<file path="src/design/assert_macros.svh">
// Assertion macros shared by the sorted key table modules.
// Each macro expects clk and rst_n to be visible where it is used.
`ifndef ASSERT_MACROS_SVH
`define ASSERT_MACROS_SVH

// Consequent must hold in the same cycle as the antecedent.
`define SKT_ASSERT_NOW(label, ante, cons, msg) \
    label: assert property (@(posedge clk) disable iff (!rst_n) (ante) |-> (cons)) \
        else $error(msg);

// Consequent must hold in the cycle after the antecedent.
`define SKT_ASSERT_NEXT(label, ante, cons, msg) \
    label: assert property (@(posedge clk) disable iff (!rst_n) (ante) |=> (cons)) \
        else $error(msg);

`endif

</file>
<file path="src/design/skt_pkg.sv">
// Shared types for the sorted key table: operation and status codes and the
// command and status bundles passed between controller and datapath.
`timescale 1ns / 1ps

package skt_pkg;

    typedef enum logic [1:0] {
        FUNC_ADD    = 2'd0,
        FUNC_DELETE = 2'd1,
        FUNC_LOOKUP = 2'd2,
        FUNC_LIST   = 2'd3
    } func_t;

    typedef enum logic [3:0] {
        ST_ADDED     = 4'd0,
        ST_INVALID   = 4'd1,
        ST_DUPLICATE = 4'd2,
        ST_DELETED   = 4'd3,
        ST_NOT_FOUND = 4'd4,
        ST_FOUND     = 4'd5,
        ST_LISTED    = 4'd6,
        ST_EMPTY     = 4'd7,
        ST_FULL      = 4'd8
    } status_t;

    typedef enum logic [1:0] {
        POS_ZERO = 2'd0,
        POS_SCAN = 2'd1,
        POS_LIST = 2'd2
    } pos_sel_t;

    typedef enum logic [1:0] {
        KSEL_ZERO  = 2'd0,
        KSEL_KEY   = 2'd1,
        KSEL_RDATA = 2'd2
    } key_sel_t;

    typedef struct packed {
        logic     start;
        logic     scan;
        logic     mv_add;
        logic     mv_del;
        logic     mv_step;
        logic     wr_key;
        logic     cnt_inc;
        logic     cnt_dec;
        logic     list_rd;
        logic     list_next;
        logic     res_load;
        status_t  res_status;
        pos_sel_t res_pos;
        key_sel_t res_key;
        logic     res_last;
    } skt_cmd_t;

    typedef struct packed {
        func_t func;
        logic  key_zero;
        logic  cnt_zero;
        logic  cnt_full;
        logic  scan_done;
        logic  scan_match;
        logic  mv_done;
        logic  out_free;
        logic  list_last;
    } skt_sts_t;

endpackage

</file>
<file path="src/design/skt_dp.sv">
// Datapath of the sorted key table: key memory, entry count, scan and move
// pointers and the output word register. Depends on skt_pkg.
`timescale 1ns / 1ps
`include "assert_macros.svh"

module skt_dp #(
    parameter int DEPTH    = 64,
    parameter int KEY_BITS = 31,
    parameter int AW       = $clog2(DEPTH),
    parameter int CW       = $clog2(DEPTH + 1)
) (
    input  logic                clk,
    input  logic                rst_n,
    input  skt_pkg::skt_cmd_t   cmd,
    output skt_pkg::skt_sts_t   sts,
    input  logic [1:0]          func,
    input  logic [KEY_BITS-1:0] key,
    output logic                out_valid,
    input  logic                out_ready,
    output logic [3:0]          status,
    output logic [AW-1:0]       position,
    output logic [KEY_BITS-1:0] key_out,
    output logic                last
);

    logic [KEY_BITS-1:0] mem [DEPTH];
    logic [KEY_BITS-1:0] rdata_reg;

    skt_pkg::func_t      func_reg;
    logic [KEY_BITS-1:0] key_reg;
    logic [CW-1:0]       count_reg, count_next;
    logic [CW-1:0]       ptr_reg, ptr_next;
    logic [AW-1:0]       cmp_ptr_reg, cmp_ptr_next;
    logic                rvalid_reg, rvalid_next;
    logic                done_reg, done_next;
    logic                match_reg, match_next;
    logic [AW-1:0]       pos_reg, pos_next;
    logic [CW-1:0]       left_reg, left_next;
    logic                dir_up_reg, dir_up_next;
    logic                pend_valid_reg, pend_valid_next;
    logic [AW-1:0]       pend_dst_reg, pend_dst_next;

    logic                out_valid_reg;
    skt_pkg::status_t    status_reg;
    logic [AW-1:0]       position_reg;
    logic [KEY_BITS-1:0] key_out_reg;
    logic                last_reg;

    logic                scan_issue, mv_issue, re, we;
    logic [AW-1:0]       waddr;
    logic [KEY_BITS-1:0] wdata;
    logic                out_free;

    assign out_free   = !out_valid_reg || out_ready;
    assign scan_issue = cmd.scan && !done_reg && (ptr_reg < count_reg);
    assign mv_issue   = cmd.mv_step && (left_reg != '0);
    assign re         = scan_issue || mv_issue || cmd.list_rd;

    // Write port: the pending word of a move, or the new key of an add.
    always_comb
    begin
        we    = 1'b0;
        waddr = pend_dst_reg;
        wdata = rdata_reg;
        if (cmd.mv_step && pend_valid_reg)
        begin
            we = 1'b1;
        end
        else if (cmd.wr_key)
        begin
            we    = 1'b1;
            waddr = pos_reg;
            wdata = key_reg;
        end
    end

    always_ff @(posedge clk)
    begin
        if (we)
        begin
            mem[waddr] <= wdata;
        end
        if (re)
        begin
            rdata_reg <= mem[ptr_reg[AW-1:0]];
        end
    end

    always_ff @(posedge clk)
    begin
        if (cmd.start)
        begin
            func_reg <= skt_pkg::func_t'(func);
            key_reg  <= key;
        end
    end

    always_comb
    begin
        count_next      = count_reg;
        ptr_next        = ptr_reg;
        cmp_ptr_next    = cmp_ptr_reg;
        rvalid_next     = rvalid_reg;
        done_next       = done_reg;
        match_next      = match_reg;
        pos_next        = pos_reg;
        left_next       = left_reg;
        dir_up_next     = dir_up_reg;
        pend_valid_next = pend_valid_reg;
        pend_dst_next   = pend_dst_reg;

        if (cmd.start)
        begin
            ptr_next    = '0;
            rvalid_next = 1'b0;
            done_next   = 1'b0;
            match_next  = 1'b0;
        end

        // The scan stops at the first stored key not below the search key.
        // The table is sorted, so that is the match or the insertion point.
        if (cmd.scan && !done_reg)
        begin
            rvalid_next = scan_issue;
            if (scan_issue)
            begin
                ptr_next     = ptr_reg + 1'b1;
                cmp_ptr_next = ptr_reg[AW-1:0];
            end
            if (rvalid_reg && (rdata_reg >= key_reg))
            begin
                done_next   = 1'b1;
                match_next  = (rdata_reg == key_reg);
                pos_next    = cmp_ptr_reg;
                rvalid_next = 1'b0;
            end
            else if (!rvalid_reg && !scan_issue)
            begin
                done_next  = 1'b1;
                match_next = 1'b0;
                pos_next   = count_reg[AW-1:0];
            end
        end

        if (cmd.mv_add)
        begin
            left_next       = count_reg - CW'(pos_reg);
            ptr_next        = count_reg - 1'b1;
            dir_up_next     = 1'b1;
            pend_valid_next = 1'b0;
        end
        if (cmd.mv_del)
        begin
            left_next       = count_reg - CW'(pos_reg) - 1'b1;
            ptr_next        = CW'(pos_reg) + 1'b1;
            dir_up_next     = 1'b0;
            pend_valid_next = 1'b0;
        end
        if (cmd.mv_step)
        begin
            pend_valid_next = mv_issue;
            if (mv_issue)
            begin
                left_next     = left_reg - 1'b1;
                ptr_next      = dir_up_reg ? ptr_reg - 1'b1 : ptr_reg + 1'b1;
                pend_dst_next = dir_up_reg ? ptr_reg[AW-1:0] + 1'b1
                                           : ptr_reg[AW-1:0] - 1'b1;
            end
        end

        if (cmd.list_next)
        begin
            ptr_next = ptr_reg + 1'b1;
        end
        if (cmd.cnt_inc)
        begin
            count_next = count_reg + 1'b1;
        end
        if (cmd.cnt_dec)
        begin
            count_next = count_reg - 1'b1;
        end
    end

    always_ff @(posedge clk or negedge rst_n)
    begin
        if (!rst_n)
        begin
            count_reg      <= '0;
            ptr_reg        <= '0;
            rvalid_reg     <= 1'b0;
            done_reg       <= 1'b0;
            match_reg      <= 1'b0;
            left_reg       <= '0;
            dir_up_reg     <= 1'b0;
            pend_valid_reg <= 1'b0;
        end
        else
        begin
            count_reg      <= count_next;
            ptr_reg        <= ptr_next;
            rvalid_reg     <= rvalid_next;
            done_reg       <= done_next;
            match_reg      <= match_next;
            left_reg       <= left_next;
            dir_up_reg     <= dir_up_next;
            pend_valid_reg <= pend_valid_next;
        end
    end

    always_ff @(posedge clk)
    begin
        cmp_ptr_reg  <= cmp_ptr_next;
        pos_reg      <= pos_next;
        pend_dst_reg <= pend_dst_next;
    end

    // Output word register.
    always_ff @(posedge clk or negedge rst_n)
    begin
        if (!rst_n)
        begin
            out_valid_reg <= 1'b0;
        end
        else if (cmd.res_load)
        begin
            out_valid_reg <= 1'b1;
        end
        else if (out_ready)
        begin
            out_valid_reg <= 1'b0;
        end
    end

    always_ff @(posedge clk)
    begin
        if (cmd.res_load)
        begin
            status_reg <= cmd.res_status;
            last_reg   <= cmd.res_last;
            case (cmd.res_pos)
                skt_pkg::POS_SCAN: position_reg <= pos_reg;
                skt_pkg::POS_LIST: position_reg <= ptr_reg[AW-1:0];
                default:           position_reg <= '0;
            endcase
            case (cmd.res_key)
                skt_pkg::KSEL_KEY:   key_out_reg <= key_reg;
                skt_pkg::KSEL_RDATA: key_out_reg <= rdata_reg;
                default:             key_out_reg <= '0;
            endcase
        end
    end

    assign out_valid = out_valid_reg;
    assign status    = status_reg;
    assign position  = position_reg;
    assign key_out   = key_out_reg;
    assign last      = last_reg;

    assign sts.func       = func_reg;
    assign sts.key_zero   = (key_reg == '0);
    assign sts.cnt_zero   = (count_reg == '0);
    assign sts.cnt_full   = (count_reg >= CW'(DEPTH));
    assign sts.scan_done  = done_reg;
    assign sts.scan_match = match_reg;
    assign sts.mv_done    = (left_reg == '0) && !pend_valid_reg;
    assign sts.out_free   = out_free;
    assign sts.list_last  = ((ptr_reg + 1'b1) == count_reg);

    `SKT_ASSERT_NOW(a_cnt_max, 1'b1, count_reg <= CW'(DEPTH),
        "entry count above table depth")
    `SKT_ASSERT_NOW(a_load_free, cmd.res_load, out_free,
        "output word overwritten before it was taken")
    `SKT_ASSERT_NEXT(a_cnt_hold, !cmd.cnt_inc && !cmd.cnt_dec,
        count_reg == $past(count_reg), "entry count changed without a command")

endmodule

</file>
<file path="src/design/skt_ctrl.sv">
// Controller of the sorted key table: sequences scan, move, write and list
// steps and chooses each result code. Depends on skt_pkg.
`timescale 1ns / 1ps
`include "assert_macros.svh"

module skt_ctrl (
    input  logic              clk,
    input  logic              rst_n,
    input  logic              in_valid,
    output logic              in_ready,
    input  skt_pkg::skt_sts_t sts,
    output skt_pkg::skt_cmd_t cmd
);

    typedef enum logic [7:0] {
        S_IDLE     = 8'b0000_0001,
        S_DISPATCH = 8'b0000_0010,
        S_SCAN     = 8'b0000_0100,
        S_DECIDE   = 8'b0000_1000,
        S_MOVE     = 8'b0001_0000,
        S_FIN      = 8'b0010_0000,
        S_LIST_RD  = 8'b0100_0000,
        S_LIST_OUT = 8'b1000_0000
    } state_t;

    state_t state_reg, state_next;

    assign in_ready = (state_reg == S_IDLE);

    always_comb
    begin
        cmd            = '0;
        cmd.res_status = skt_pkg::ST_ADDED;
        cmd.res_pos    = skt_pkg::POS_ZERO;
        cmd.res_key    = skt_pkg::KSEL_ZERO;
        cmd.res_last   = 1'b1;
        state_next     = state_reg;

        case (state_reg)
            S_IDLE:
            begin
                if (in_valid)
                begin
                    cmd.start  = 1'b1;
                    state_next = S_DISPATCH;
                end
            end
            S_DISPATCH:
            begin
                if (sts.func == skt_pkg::FUNC_ADD && sts.key_zero)
                begin
                    if (sts.out_free)
                    begin
                        cmd.res_load   = 1'b1;
                        cmd.res_status = skt_pkg::ST_INVALID;
                        state_next     = S_IDLE;
                    end
                end
                else if ((sts.func == skt_pkg::FUNC_DELETE ||
                          sts.func == skt_pkg::FUNC_LIST) && sts.cnt_zero)
                begin
                    if (sts.out_free)
                    begin
                        cmd.res_load   = 1'b1;
                        cmd.res_status = skt_pkg::ST_EMPTY;
                        state_next     = S_IDLE;
                    end
                end
                else if (sts.func == skt_pkg::FUNC_LIST)
                begin
                    state_next = S_LIST_RD;
                end
                else
                begin
                    state_next = S_SCAN;
                end
            end
            S_SCAN:
            begin
                cmd.scan = 1'b1;
                if (sts.scan_done)
                begin
                    state_next = S_DECIDE;
                end
            end
            S_DECIDE:
            begin
                case (sts.func)
                    skt_pkg::FUNC_ADD:
                    begin
                        // A duplicate is reported ahead of a full table.
                        if (sts.scan_match || sts.cnt_full)
                        begin
                            if (sts.out_free)
                            begin
                                cmd.res_load   = 1'b1;
                                cmd.res_status = sts.scan_match ? skt_pkg::ST_DUPLICATE
                                                                : skt_pkg::ST_FULL;
                                cmd.res_pos    = sts.scan_match ? skt_pkg::POS_SCAN
                                                                : skt_pkg::POS_ZERO;
                                state_next     = S_IDLE;
                            end
                        end
                        else
                        begin
                            cmd.mv_add = 1'b1;
                            state_next = S_MOVE;
                        end
                    end
                    skt_pkg::FUNC_DELETE:
                    begin
                        if (sts.scan_match)
                        begin
                            cmd.mv_del = 1'b1;
                            state_next = S_MOVE;
                        end
                        else if (sts.out_free)
                        begin
                            cmd.res_load   = 1'b1;
                            cmd.res_status = skt_pkg::ST_NOT_FOUND;
                            state_next     = S_IDLE;
                        end
                    end
                    skt_pkg::FUNC_LOOKUP:
                    begin
                        if (sts.out_free)
                        begin
                            cmd.res_load = 1'b1;
                            state_next   = S_IDLE;
                            if (sts.scan_match)
                            begin
                                cmd.res_status = skt_pkg::ST_FOUND;
                                cmd.res_pos    = skt_pkg::POS_SCAN;
                                cmd.res_key    = skt_pkg::KSEL_KEY;
                            end
                            else
                            begin
                                cmd.res_status = skt_pkg::ST_NOT_FOUND;
                            end
                        end
                    end
                    default:
                    begin
                        state_next = S_IDLE;
                    end
                endcase
            end
            S_MOVE:
            begin
                if (sts.mv_done)
                begin
                    state_next = S_FIN;
                end
                else
                begin
                    cmd.mv_step = 1'b1;
                end
            end
            S_FIN:
            begin
                if (sts.out_free)
                begin
                    cmd.res_load = 1'b1;
                    cmd.res_pos  = skt_pkg::POS_SCAN;
                    state_next   = S_IDLE;
                    if (sts.func == skt_pkg::FUNC_ADD)
                    begin
                        cmd.wr_key     = 1'b1;
                        cmd.cnt_inc    = 1'b1;
                        cmd.res_status = skt_pkg::ST_ADDED;
                    end
                    else
                    begin
                        cmd.cnt_dec    = 1'b1;
                        cmd.res_status = skt_pkg::ST_DELETED;
                    end
                end
            end
            S_LIST_RD:
            begin
                cmd.list_rd = 1'b1;
                state_next  = S_LIST_OUT;
            end
            S_LIST_OUT:
            begin
                if (sts.out_free)
                begin
                    cmd.res_load   = 1'b1;
                    cmd.res_status = skt_pkg::ST_LISTED;
                    cmd.res_pos    = skt_pkg::POS_LIST;
                    cmd.res_key    = skt_pkg::KSEL_RDATA;
                    cmd.res_last   = sts.list_last;
                    cmd.list_next  = 1'b1;
                    state_next     = sts.list_last ? S_IDLE : S_LIST_RD;
                end
            end
            default:
            begin
                state_next = S_IDLE;
            end
        endcase
    end

    always_ff @(posedge clk or negedge rst_n)
    begin
        if (!rst_n)
        begin
            state_reg <= S_IDLE;
        end
        else
        begin
            state_reg <= state_next;
        end
    end

    `SKT_ASSERT_NOW(a_wr_add, cmd.wr_key,
        sts.func == skt_pkg::FUNC_ADD && !sts.scan_match,
        "key written outside a successful add")
    `SKT_ASSERT_NOW(a_list_nonempty, state_reg == S_LIST_OUT, !sts.cnt_zero,
        "list stream running on an empty table")
    `SKT_ASSERT_NEXT(a_start_dispatch, cmd.start, state_reg == S_DISPATCH,
        "accepted word not dispatched")

endmodule

</file>
<file path="src/design/sorted_key_table_core.sv">
// Top level of the sorted key table: ascending table of distinct keys with
// add, delete, lookup and list. Depends on skt_pkg, skt_ctrl and skt_dp.
//
//   Channel  Handshake             Payload
//   in       in_valid / in_ready   func, key
//   out      out_valid / out_ready status, position, key_out, last
//
// One word at a time: in_ready is high only while the controller idles. Add, delete and
// lookup dispatch, scan from the front and decide; an add or delete then shifts the later
// part of the table one key per cycle and finishes. List reads and outputs each key in turn.
// Reset clears the entry count and control state; the key memory needs no clearing.
// A stalled output holds the controller where it would load the next word.
`timescale 1ns / 1ps

module sorted_key_table_core #(
    parameter int DEPTH    = 64,
    parameter int KEY_BITS = 31
) (
    input  logic                       clk,
    input  logic                       rst_n,
    input  logic                       in_valid,
    output logic                       in_ready,
    input  logic [1:0]                 func,
    input  logic [KEY_BITS-1:0]        key,
    output logic                       out_valid,
    input  logic                       out_ready,
    output logic [3:0]                 status,
    output logic [$clog2(DEPTH)-1:0]   position,
    output logic [KEY_BITS-1:0]        key_out,
    output logic                       last
);

    skt_pkg::skt_cmd_t cmd;
    skt_pkg::skt_sts_t sts;

    skt_ctrl u_ctrl (
        .clk      (clk),
        .rst_n    (rst_n),
        .in_valid (in_valid),
        .in_ready (in_ready),
        .sts      (sts),
        .cmd      (cmd)
    );

    skt_dp #(
        .DEPTH    (DEPTH),
        .KEY_BITS (KEY_BITS)
    ) u_dp (
        .clk       (clk),
        .rst_n     (rst_n),
        .cmd       (cmd),
        .sts       (sts),
        .func      (func),
        .key       (key),
        .out_valid (out_valid),
        .out_ready (out_ready),
        .status    (status),
        .position  (position),
        .key_out   (key_out),
        .last      (last)
    );

endmodule
</file>
<file path="config.mk">
export PLATFORM = sky130hd
export DESIGN_NAME = sorted_key_table_core
export DESIGN_NICKNAME = d
export VERILOG_FILES = /design/src/design/skt_pkg.sv /design/src/design/skt_dp.sv /design/src/design/skt_ctrl.sv /design/src/design/sorted_key_table_core.sv
export VERILOG_INCLUDE_DIRS = /design/src /design/src/design
export SDC_FILE = /design/constraint.sdc
export NUM_CORES = 2
export LEC_CHECK = 0
export BUFFER_PORTS_ARGS = -buffer_cell sky130_fd_sc_hd__buf_2
export CORE_UTILIZATION = 25
export DETAILED_ROUTE_END_ITERATION = 10
export PLACE_DENSITY = 0.45
export SETUP_SLACK_MARGIN = 0.1
export SLEW_MARGIN = 5
export SYNTH_ARGS = -nofsm -noshare
export SYNTH_HDL_FRONTEND = slang
export SYNTH_SLANG_ARGS = --single-unit
</file>
<file path="constraint.sdc">
create_clock -name clk -period 15.6 [get_ports clk]
set_clock_uncertainty 0.05 [all_clocks]
set_input_delay 1.56 -clock clk [delete_from_list [all_inputs] [get_ports clk]]
set_output_delay 1.56 -clock clk [all_outputs]
set_load 0.005 [all_outputs]
</file>
==> flow_metrics.env <==
export IMPL_p_total_mw=14.3
export IMPL_cpPeakStageDelay_ns=0.98
export IMPL_fin_tns_setup_ns=0
export IMPL_hold_class="reg2reg"
export IMPL_crit_path_top_delay_cell="dfrtp_4"
export IMPL_drive_above_1_share_pct=29.7
export IMPL_min_period_ns=5.77
export IMPL_grt_overflow_total=0
export IMPL_dieArea_um2=342000
export IMPL_dr_pass1_iters=6
export IMPL_worstPathCellList="buf_4, buf_12, buf_4, mux4_2, mux4_2, a22oi_1, nand2_1"
export IMPL_area_growth_pct=17.0
export IMPL_outcome="finished clean"
export IMPL_clock_sinks=2143
export IMPL_min_period_over_period_pct=37.0
export IMPL_clkLatencyLatePin_ns=0.92
export IMPL_clock_root_buffer="clkbuf_16"
export IMPL_cp_arrival_ns=6.32
export IMPL_max_slew_margin_pct=11.3
export IMPL_largest_reg_flops=1984
export IMPL_drc=0
export IMPL_p_leak_nw=29.8
export IMPL_num_rows=213
export IMPL_maxCapViolCount=0
export IMPL_drt_total_wl_mm=261
export IMPL_yosys_top_cells_count="edfxtp_1 (2108), mux4_2 (607), nor2_1 (161)"
export IMPL_synthArstFlopShare_pct=1.63
export IMPL_worstMarginPinSlew_ns=1.33
export IMPL_synth_edff_count=2108
export IMPL_yosys_cell_count_top_type="edfxtp_1"
export IMPL_use_met1_pct=19.8
export IMPL_h_tree_depth=4
export IMPL_io_buffer_count=80
export IMPL_fin_nets=4278
export IMPL_fmax_ghz=0.173
export IMPL_place_gp_congestion=0.823
export IMPL_die_y_um=585
export IMPL_wl_per_cell_um=29.3
export IMPL_clk_path_buf_depth=4
export IMPL_final_core_util_pct=29.5
export IMPL_use_met3_pct=2.26
export IMPL_critPathKind="reg2reg"
export IMPL_seq_area_frac_synth_pct=75.6
export IMPL_grt_max_degree=113
export IMPL_ios=81
export IMPL_cts_buffers=233
export IMPL_antenna_found_initial=10
export IMPL_first_global_vias=42900
export IMPL_cts_tree="done"
export IMPL_drt_initial_drc_count=4413
export IMPL_post_cts_buffers=0
export IMPL_start_kind="register"
export IMPL_vias=42000
export IMPL_track_usage_pct=15.1
export IMPL_busiest_layer="met2"
export IMPL_ir_worst_vdd_v=0.000111
export IMPL_syn_num_nets=4026
export IMPL_setup_viol=0
export IMPL_path_clk_slew_ns=0.06
export IMPL_cellPowerDensity_nw_per_um2=144
export IMPL_viasPerCell=4.72
export IMPL_ys_seq_elements=2143
export IMPL_rsz0062_at_grt="no"
export IMPL_netlist_area_um2=84900
export IMPL_final_seq_area_um2=64200
export IMPL_synth_avg_cell_area_um2=21.6
export IMPL_slew_viol_final=0
export IMPL_cp_required_ns=16.15
export IMPL_synth_area_leaders="edfxtp_1 (75%), mux4_2 (16%), dfrtp_1 (1.0%), ha_1 (0.88%), nor2_1 (0.71%)"
export IMPL_n_fill_cell=32600
export IMPL_top_register="u_dp.mem"
export IMPL_synth_top_area_share_pct=74.6
export IMPL_multi_input_area_um2=20400
export IMPL_grt_use_met2_pct=25.9
export IMPL_core_region_area_um2=337000
export IMPL_die_width_um=585
export IMPL_cts_hold_buffers=0
export IMPL_finalHoldViolCount=0
export IMPL_endpoint_kind="register"
export IMPL_dp_hpwl_mm=154
export IMPL_worstPathMaxFanout=70
export IMPL_syn_inst=3927
export IMPL_start_util_pct=25.2
export IMPL_yosys_warnings=0
export IMPL_grt_pass1_wl_mm=360
export IMPL_synth_top_area_cell="edfxtp_1"
export IMPL_synthFlopType="edfxtp_1"
export IMPL_ant_nets=0
export IMPL_synthDistinctLibCells=84
export IMPL_cts_resized=0
==> layout by cell type (no fill, tap or decap), types with 16 or more instances in the layout <==
master     instances
bufinv_16         17
edfxtp_1        2108
nand4_1           18
inv_1             56
o21ai_1           24
mux2i_1           18
nor3_1            17
nor2_4            66
o21ai_0           26
clkinv_2          49
nand3_1           30
mux4_2           607
ha_1              58
a221oi_1          16
clkbuf_1          56
clkinv_1          50
buf_2             80
nand2_1          111
o21ai_4           31
dfrtp_1           30
xnor2_1           32
a21oi_1           47
nor2_1            94
a22oi_1           77
clkbuf_16        233
o22ai_1           31
buf_4            132
==> layout make-up <==
type / instances / area share (%)
multi-input combinational: 1521 / 20.5
clock inverter: 141 / 1.28
antenna: 7 / 0.0176
inverter: 63 / 0.246
tap: 4515 / 5.69
clock buffer: 290 / 6.10
sequential: 2143 / 64.6
timing repair buffer: 217 / 1.50
==> stage by stage <==
step	setup WS, ns	instances	cell area [µm²]	hold slack, ns
floorplan	9.61	3927	84900	0.378
global placement	9.49	8457	92000	0.394
detailed placement	9.52	8459	92000	0.395
CTS	9.49	8890	99300	0.406
global route	9.32	8891	99300	0.424
finish	9.83	8897	99300	0.414
==> kinds of logic after synthesis <==
group	count (synthesis)	synth area share (%)
AOI/OAI and AO/OA	343	2.73
xor gates and xnor gates	40	0.413
adders and majority gates	62	0.932
buffers and inverters	263	1.36
DFF	2143	75.6
muxes	633	16.4
and+or+nand+nor	443	2.52
==> per-layer routing <==
metal | routed length [µm] | part of all wire [%]
met2 | 131000 | 50
met3 | 13600 | 5.2
met4 | 7560 | 2.9
met1 | 109000 | 42
met5 | 27 | 0.010
==> worst max-delay path: cells and delay by family, from the launching register on <==
family | cells | cell delay [ns]
DFF | 1 | 0.98
and+or+nand+nor | 1 | 0.13
AOI/OAI and AO/OA | 1 | 0.62
muxes | 2 | 1.19
buffers and inverters | 3 | 2.23
==> power breakdown <==
| part | switching, mW | internal, mW | total, mW | leakage [nW] |
|---|---|---|---|---|
| sequential | 0.132 | 6.40 | 6.53 | 19.4 |
| clock | 2.33 | 3.04 | 5.37 | 3.58 |
| combinational | 1.31 | 1.08 | 2.39 | 6.84 |
==> path summary, 6_finish.rpt <==
| path | cells past startpoint | to | slack (ns) | from |
|---|---|---|---|---|
| worst max-delay path | 7 | u_dp.rdata_reg[15]$_DFFE_PP_ | 9.83 | u_dp.ptr_reg[0]$_DFF_PN0_ |
| worst min-delay path | 1 | u_dp.left_reg[0]$_DFF_PN0_ | 0.41 | u_dp.left_reg[0]$_DFF_PN0_ |
| worst max register to register | 7 | u_dp.rdata_reg[15]$_DFFE_PP_ | 9.83 | u_dp.ptr_reg[0]$_DFF_PN0_ |
| worst min register to register | 1 | u_dp.left_reg[0]$_DFF_PN0_ | 0.41 | u_dp.left_reg[0]$_DFF_PN0_ |
| max in group asynchronous | 1 | u_dp.ptr_reg[2]$_DFF_PN0_ | 14.03 | rst_n |
| min in group asynchronous | 1 | u_ctrl.state_reg[1]$_DFFE_PN0P_ | 0.77 | rst_n |
(Power assumes the default switching activity.)
